### src/design/assert_macros.svh
// Assertion macros used by the statistics core.
`ifndef ASSERT_MACROS_SVH
`define ASSERT_MACROS_SVH

// Checked at every rising edge of clk, suspended while rst is high.
`define ASSERT_CLK(label, prop, msg) \
  label: assert property (@(posedge clk) disable iff (rst) prop) else $error(msg);

// Checked at every rising edge of clk, reset included.
`define ASSERT_ALWAYS(label, prop, msg) \
  label: assert property (@(posedge clk) prop) else $error(msg);

`endif

### src/design/dbms_pkg.sv
// Types and constants of the magnitude statistics block.
package dbms_pkg;

  localparam int ROW_W         = 6;
  localparam int RE_W          = 16;
  localparam int DB_W          = 18;
  localparam int STD_W         = 16;
  localparam int CNT_W         = 12;
  localparam int SUM_W         = 31;
  localparam int SSQ_W         = 48;
  localparam int DIV_W         = 31;
  localparam int MAX_PORTS_DEF = 64;

  localparam logic signed [DB_W-1:0] DB_FLOOR  = -18'sd102400;
  localparam logic signed [DB_W-1:0] DB_CEIL   = 18'sd1024;
  localparam logic [CNT_W-1:0]       COUNT_CAP = 12'd4095;
  localparam logic signed [18:0]     TEN_LOG10_2_Q16 = 19'sd197283;

  typedef enum logic [4:0] {
    ST_IDLE,
    ST_SQ_RE,
    ST_SQ_IM,
    ST_NORM,
    ST_LOG,
    ST_SCALE,
    ST_SQUARE,
    ST_ACC,
    ST_FIN_LO,
    ST_FIN_HI,
    ST_FIN_B,
    ST_FIN_A,
    ST_FIN_VAR,
    ST_DIV_MEAN,
    ST_SQRT,
    ST_DIV_STD,
    ST_WRITE
  } state_t;

  typedef struct packed {
    logic             start;
    logic [DIV_W-1:0] dividend;
    logic [CNT_W-1:0] divisor;
  } div_req_t;

  typedef struct packed {
    logic             done;
    logic [DIV_W-1:0] quotient;
  } div_rsp_t;

endpackage

### src/design/dbms_div.sv
// Restoring divider producing one quotient bit per cycle.
module dbms_div import dbms_pkg::*; (
  input  logic     clk,
  input  logic     rst,
  input  div_req_t req,
  output div_rsp_t rsp
);

  localparam int IT_W = $clog2(DIV_W);

  logic             busy;
  logic             done;
  logic [IT_W-1:0]  iter;
  logic [CNT_W-1:0] rem;
  logic [DIV_W-1:0] quo;
  logic [CNT_W-1:0] divisor;
  logic [CNT_W:0]   rem_sh;
  logic             fits;

  assign rem_sh = {rem, quo[DIV_W-1]};
  assign fits   = rem_sh >= {1'b0, divisor};

  always_ff @(posedge clk) begin
    if (rst) begin
      busy <= 1'b0;
      iter <= '0;
      done <= 1'b0;
    end else begin
      done <= 1'b0;
      if (req.start) begin
        busy <= 1'b1;
        iter <= '0;
      end else if (busy) begin
        iter <= iter + 1'b1;
        if (iter == IT_W'(DIV_W - 1)) begin
          busy <= 1'b0;
          done <= 1'b1;
        end
      end
    end
  end

  always_ff @(posedge clk) begin
    if (req.start) begin
      rem     <= '0;
      quo     <= req.dividend;
      divisor <= req.divisor;
    end else if (busy) begin
      rem <= fits ? CNT_W'(rem_sh - {1'b0, divisor}) : rem_sh[CNT_W-1:0];
      quo <= {quo[DIV_W-2:0], fits};
    end
  end

  assign rsp.done     = done;
  assign rsp.quotient = quo;

endmodule

### config.mk
export PLATFORM = sky130hd
export DESIGN_NAME = dbms_div
export DESIGN_NICKNAME = d
export VERILOG_FILES = /design/src/design/assert_macros.svh /design/src/design/dbms_pkg.sv /design/src/design/dbms_div.sv
export SDC_FILE = /design/constraint.sdc
export NUM_CORES = 1
export LEC_CHECK = 0
export BUFFER_PORTS_ARGS = -buffer_cell sky130_fd_sc_hd__clkbuf_2
export CAP_MARGIN = 10
export CORE_ASPECT_RATIO = 1.5
export CORE_MARGIN = 5
export CORE_UTILIZATION = 48
export CTS_CLUSTER_SIZE = 24
export DETAILED_ROUTE_END_ITERATION = 10
export PLACE_DENSITY = 0.82
export SKIP_CTS_REPAIR_TIMING = 1
export SLEW_MARGIN = 0
export SYNTH_ARGS = -nofsm -noshare
export SYNTH_HDL_FRONTEND = slang
export SYNTH_SLANG_ARGS = --single-unit
### constraint.sdc
create_clock -name clk -period 2.6 [get_ports clk]
set_clock_uncertainty 0.2 [all_clocks]
set_input_delay 0 -clock clk [delete_from_list [all_inputs] [get_ports clk]]
set_output_delay 0 -clock clk [all_outputs]
set_load 0.05 [all_outputs]
==> Word level (Yosys, flattened, before mapping) <==
Cells that the tools add are included.
{ "word_totals": {"in_bits": 46, "output_inout_bits": 32, "register_bits": 62} }
{ "op_classes": {"reduce_logical": 3, "eq_ne": 1, "bitwise_logic": 1, "mux": 7, "order_cmp": 1, "addsub": 2} }
{ "ops": {"columns": ["op", "n"], "rows": [
  ["2-to-1 mux 31 bit", 2],
  ["greater-or-equal comparator 13 x 12 -> 1 bit", 1],
  ["2-to-1 mux 12 bit", 1],
  ["subtractor 12 bit", 1],
  ["adder 5 x 1 -> 5 bit (second input constant)", 1],
  ["equality test 5 bit (second input constant)", 1],
  ["2-to-1 mux 1 bit", 4],
  ["OR reduction 3 bit", 1],
  ["nonzero test 2 bit", 1],
  ["OR reduction 2 bit", 1],
  ["inverter 1 bit", 1]
]} }

==> Longest topological paths before layout <==
{ "depth": {"ltp_word": 4, "ltp_mapped": 9} }

==> Worst setup path after synthesis <==
OpenSTA, ideal clock, no wires.
{ "synth_path": {"kind": "reg2reg", "start": "register quo[30]", "end": "register quo[0] (data pin)", "path_stages_with_launch": 9, "period_less_slack_ps": 2618, "arrival_ps": 2158, "setup_ps": 260, "path_buffers": 1, "setup_slack_ps": -18, "cell_sequence": "edfxtp_1 > inv_1 > ha_1 > nor3b_1 > o211ai_1 > and2_1 > or2_1 > buf_2 > mux2_2"} }
{ "synth_via": {"elab_chain_cells": 3} }
{ "synth_rtl": {"columns": ["element", "line_no", "source"], "rows": [
  ["start, declared", "dbms_div.sv:15", "logic [DIV_W-1:0] quo;"],
  ["start signal, assigned", "dbms_div.sv:46", "quo <= req.dividend;"],
  ["start signal, assigned", "dbms_div.sv:50", "quo <= {quo[DIV_W-2:0], fits};"],
  ["greater-or-equal comparator 13 x 12 -> 1 bit", "dbms_div.sv:21", "assign fits = rem_sh >= {1'b0, divisor};"],
  ["2-to-1 mux 31 bit", "dbms_div.sv:48", "end else if (busy) begin"],
  ["2-to-1 mux 31 bit", "dbms_div.sv:44", "if (req.start) begin"]
]} }
No other way between the ends. The select of a mux whose other input is x is not followed.
A chain may end at the register's enable or synchronous reset.

==> Final worst setup path <==
{ "layout_path": {"start": "register quo[30]", "end": "register rem[10]"} }
{ "layout_via": {"elab_chain_cells": 2} }
{ "layout_rtl": {"columns": ["element", "line_no", "source"], "rows": [
  ["subtractor 12 bit or greater-or-equal comparator 13 x 12 -> 1 bit (tied branches)", "dbms_div.sv:49, dbms_div.sv:21", null],
  ["2-to-1 mux 12 bit (*)", "dbms_div.sv:49", "rem <= fits ? CNT_W'(rem_sh - {1'b0, divisor}) : rem_sh[CNT_W-1:0];"],
  ["end signal, assigned", "dbms_div.sv:49", null],
  ["end, declared", "dbms_div.sv:14", "logic [CNT_W-1:0] rem;"]
]} }
Every way passes the cells marked *; elsewhere a longest branch is shown, timed or not.

==> metrics.txt <==
Routed WL=9.00 mm; Fill cells=441; Slew Limit Fails=0; Vias=2656; Slew HR=72.3%; Psw=937 uW; sequential share of power=41.6%; area delta synth->final=39.0%; placed cell count=417; drt first-iter violations=231; critical path capture point type=flip-flop; nets@finish=458; first-pass GRT wire length=11.0 mm; layout cell share with drive strength beyond 1=34.8%; Sum Neg Setup Slack=0 ns; Routed WL per cell=18.8 um; IO buf count=77; WP buf/inv=2; clk_lat worst skew=0.35 ns; fin util=67.3%; Seq/Total Area, Yosys=53.9%; post-detail-place hpwl=5.00 mm; fmax=400 MHz; area of the multi-input gates=1330 um2; Yosys warning count=0; CTS tree=built; DRC errors left=0; async set-reset flop share out of synthesis=0%; final critical-path required period=2.50 ns; sw frac=31.9%; cell-internal power=2.00 mW; worst-path maximum fanout=4; Peak supply drop=0.617 mV; Syn Nets=325; power share of the clock group=32.0%; post-synthesis cell count=264; Clock transition at path regs=0.08 ns; worst hold path type=in2reg; Critical Path Start Type=flip-flop; die area=8200 um2; aggregate global routing overflow=0; Max-Cap Viols=0; critical path required time=2.68 ns; fin cells=478; register area=1670 um2; Leakage=1.86 nW; vias in the first global route=2455; mapped cell area=3100 um2; Worst EP arrival=2.58 ns; initial antenna violation count=0; FP Rows=36; DIE WIDTH=75.6 um; drt pass-1 iters=4; pin count of the biggest net entering global routing=55; power per cell area=682 nW/um2; core area=6400 um2; CP max-delay cell=fa_1; I/O pin cnt=78; Worst Max-Slew Pin Slew=0.416 ns; Hold Fails Final Rpt=0; synthesis-stage register bit count=62; crit path kind=reg2reg; EDFF count, synth=43; Vias/cell=5.56; CTS Sinks=62; Final period util=96.1%; Yosys cell types=45; Avg Inst Size Synth=11.7 um2; ANT cells=0; status=finished, final reports clean; RePlAce Congestion=0.851; Num CTS Buffers=9; largest stage delay on the critical path=0.44 ns; Initial Utilization=48.5%; # H-tree levels=3; CP delay by family, top=adder cells; Die H=108 um; ys flop type=edfxtp_1; combinational share of power=26.4%; CP Cell Sequence=inv_1, ha_1, fa_1, nor2b_1, o21bai_1, a21boi_0, buf_4, o221ai_1, xor2_1, o21ai_0; Global Route Usage Sum=17.8%; Bufs on Longest Clock Path=2; root buf cell=clkbuf_8; post-route ant nets=0; Setup-failing EPs final=0
worst reg2reg max path: stages (launching register included):
cell      delay, ns
edfxtp_1       0.39
inv_1          0.07
ha_1           0.26
fa_1           0.44
nor2b_1        0.18
o21bai_1       0.08
a21boi_0       0.19
buf_4          0.17
o221ai_1       0.13
xor2_1         0.17
o21ai_0        0.16
cell usage in the layout, fill, tap and decap left out, types with 6 or more instances in the layout:
cell type      count
ha_1              14
clkbuf_2          77
nand3_1            6
o21ai_0            8
a21oi_1            7
buf_4             10
clkbuf_8           9
nor2_1            23
edfxtp_1          43
inv_1             17
nand2_1           17
mux2_2            31
dfxtp_1           19
a311oi_1           6
dlygate4sd3_1     45
xor2_1             7
Yosys cell counts, drive strengths merged (6+ instances only):
cell type | count | share of area [%]
edfxtp | 43 | 42
mux2 | 31 | 11
nor2 | 24 | 3.0
dfxtp | 19 | 12
inv | 17 | 2.1
nand2 | 17 | 2.1
ha | 14 | 5.7
clkbuf | 8 | 0.97
o21ai | 8 | 1.3
a21oi | 7 | 1.1
a311oi | 7 | 2.0
xor2 | 7 | 2.0
nand3 | 6 | 0.97
sequential cells by signal, indices dropped and copies added, names as in the netlist:
register,cells
busy,1
divisor,12
done,1
iter,5
quo,31
rem,12
routing by layer:
metal  vias to the layer above  GRT usage (%)  wire [um]
met5                         -              0          0
met4                         0           9.75        425
met3                        32           5.40        446
met2                       106           29.4       5160
met1                      1282           19.9       2960
li1                       1236              -          -
cell families (layout without fill, tap and decap cells):
| group | count (synthesis) | count (layout) | share of synthesized area (%) |
|---|---|---|---|
| AO/OA/AOI/OAI | 47 | 47 | 11.1 |
| XOR/XNOR | 11 | 11 | 3.11 |
| adder cells (fa/ha/maj) | 15 | 15 | 6.30 |
| buffers and inverters | 28 | 166 | 3.55 |
| flip-flops | 62 | 62 | 53.9 |
| multiplexers | 31 | 31 | 11.3 |
| AND/OR/NAND/NOR | 70 | 70 | 10.7 |
power groups by stage:
| stage | clock network, mW | logic (mW) | registers [mW] |
|---|---|---|---|
| 2_1_floorplan | 0 | 0.313 | 1.41 |
| 3_3_place_gp | 0 | 0.679 | 1.23 |
| 3_5_place_dp | 0 | 0.689 | 1.23 |
| 4_1_cts | 0.921 | 0.694 | 1.22 |
| 5_1_grt | 0.988 | 0.829 | 1.23 |
| 6_report | 0.940 | 0.777 | 1.22 |
area by class of cell:
cell class                      instances  share of cell area, %
Inverter                               17                   1.48
Clock inverter                          6                   2.00
Tap cell                               76                   2.21
Multi-Input combinational cell        174                   30.9
Sequential cell                        62                   38.8
Clock buffer                           10                   2.96
Timing Repair Buffer                  133                   21.6
metrics by stage:
step	setup WS [ns]	hold WS, ns	cell area (um2)	power, mW
after floorplan	0.000490	-0.128	3110	1.72
after global placement	0.143	-0.0224	3630	1.91
after detailed placement	0.0852	-0.0209	3630	1.92
after CTS	0.0687	-0.378	3850	2.83
after global routing	-0.0963	0.187	4310	3.05
final	0.101	0.168	4310	2.94
path summary, 6_finish.rpt:
path                            startpoint          to  slack [ns]  cells past startpoint
worst min-delay path                req[3]  divisor[3]        0.17                      2
worst max register to register     quo[30]     rem[10]        0.10                     10
worst min register to register      rem[4]      rem[5]        0.30                      2
worst max-delay path               quo[30]     rem[10]        0.10                     10
No activity file was read; power rests on OpenSTA's default activity.
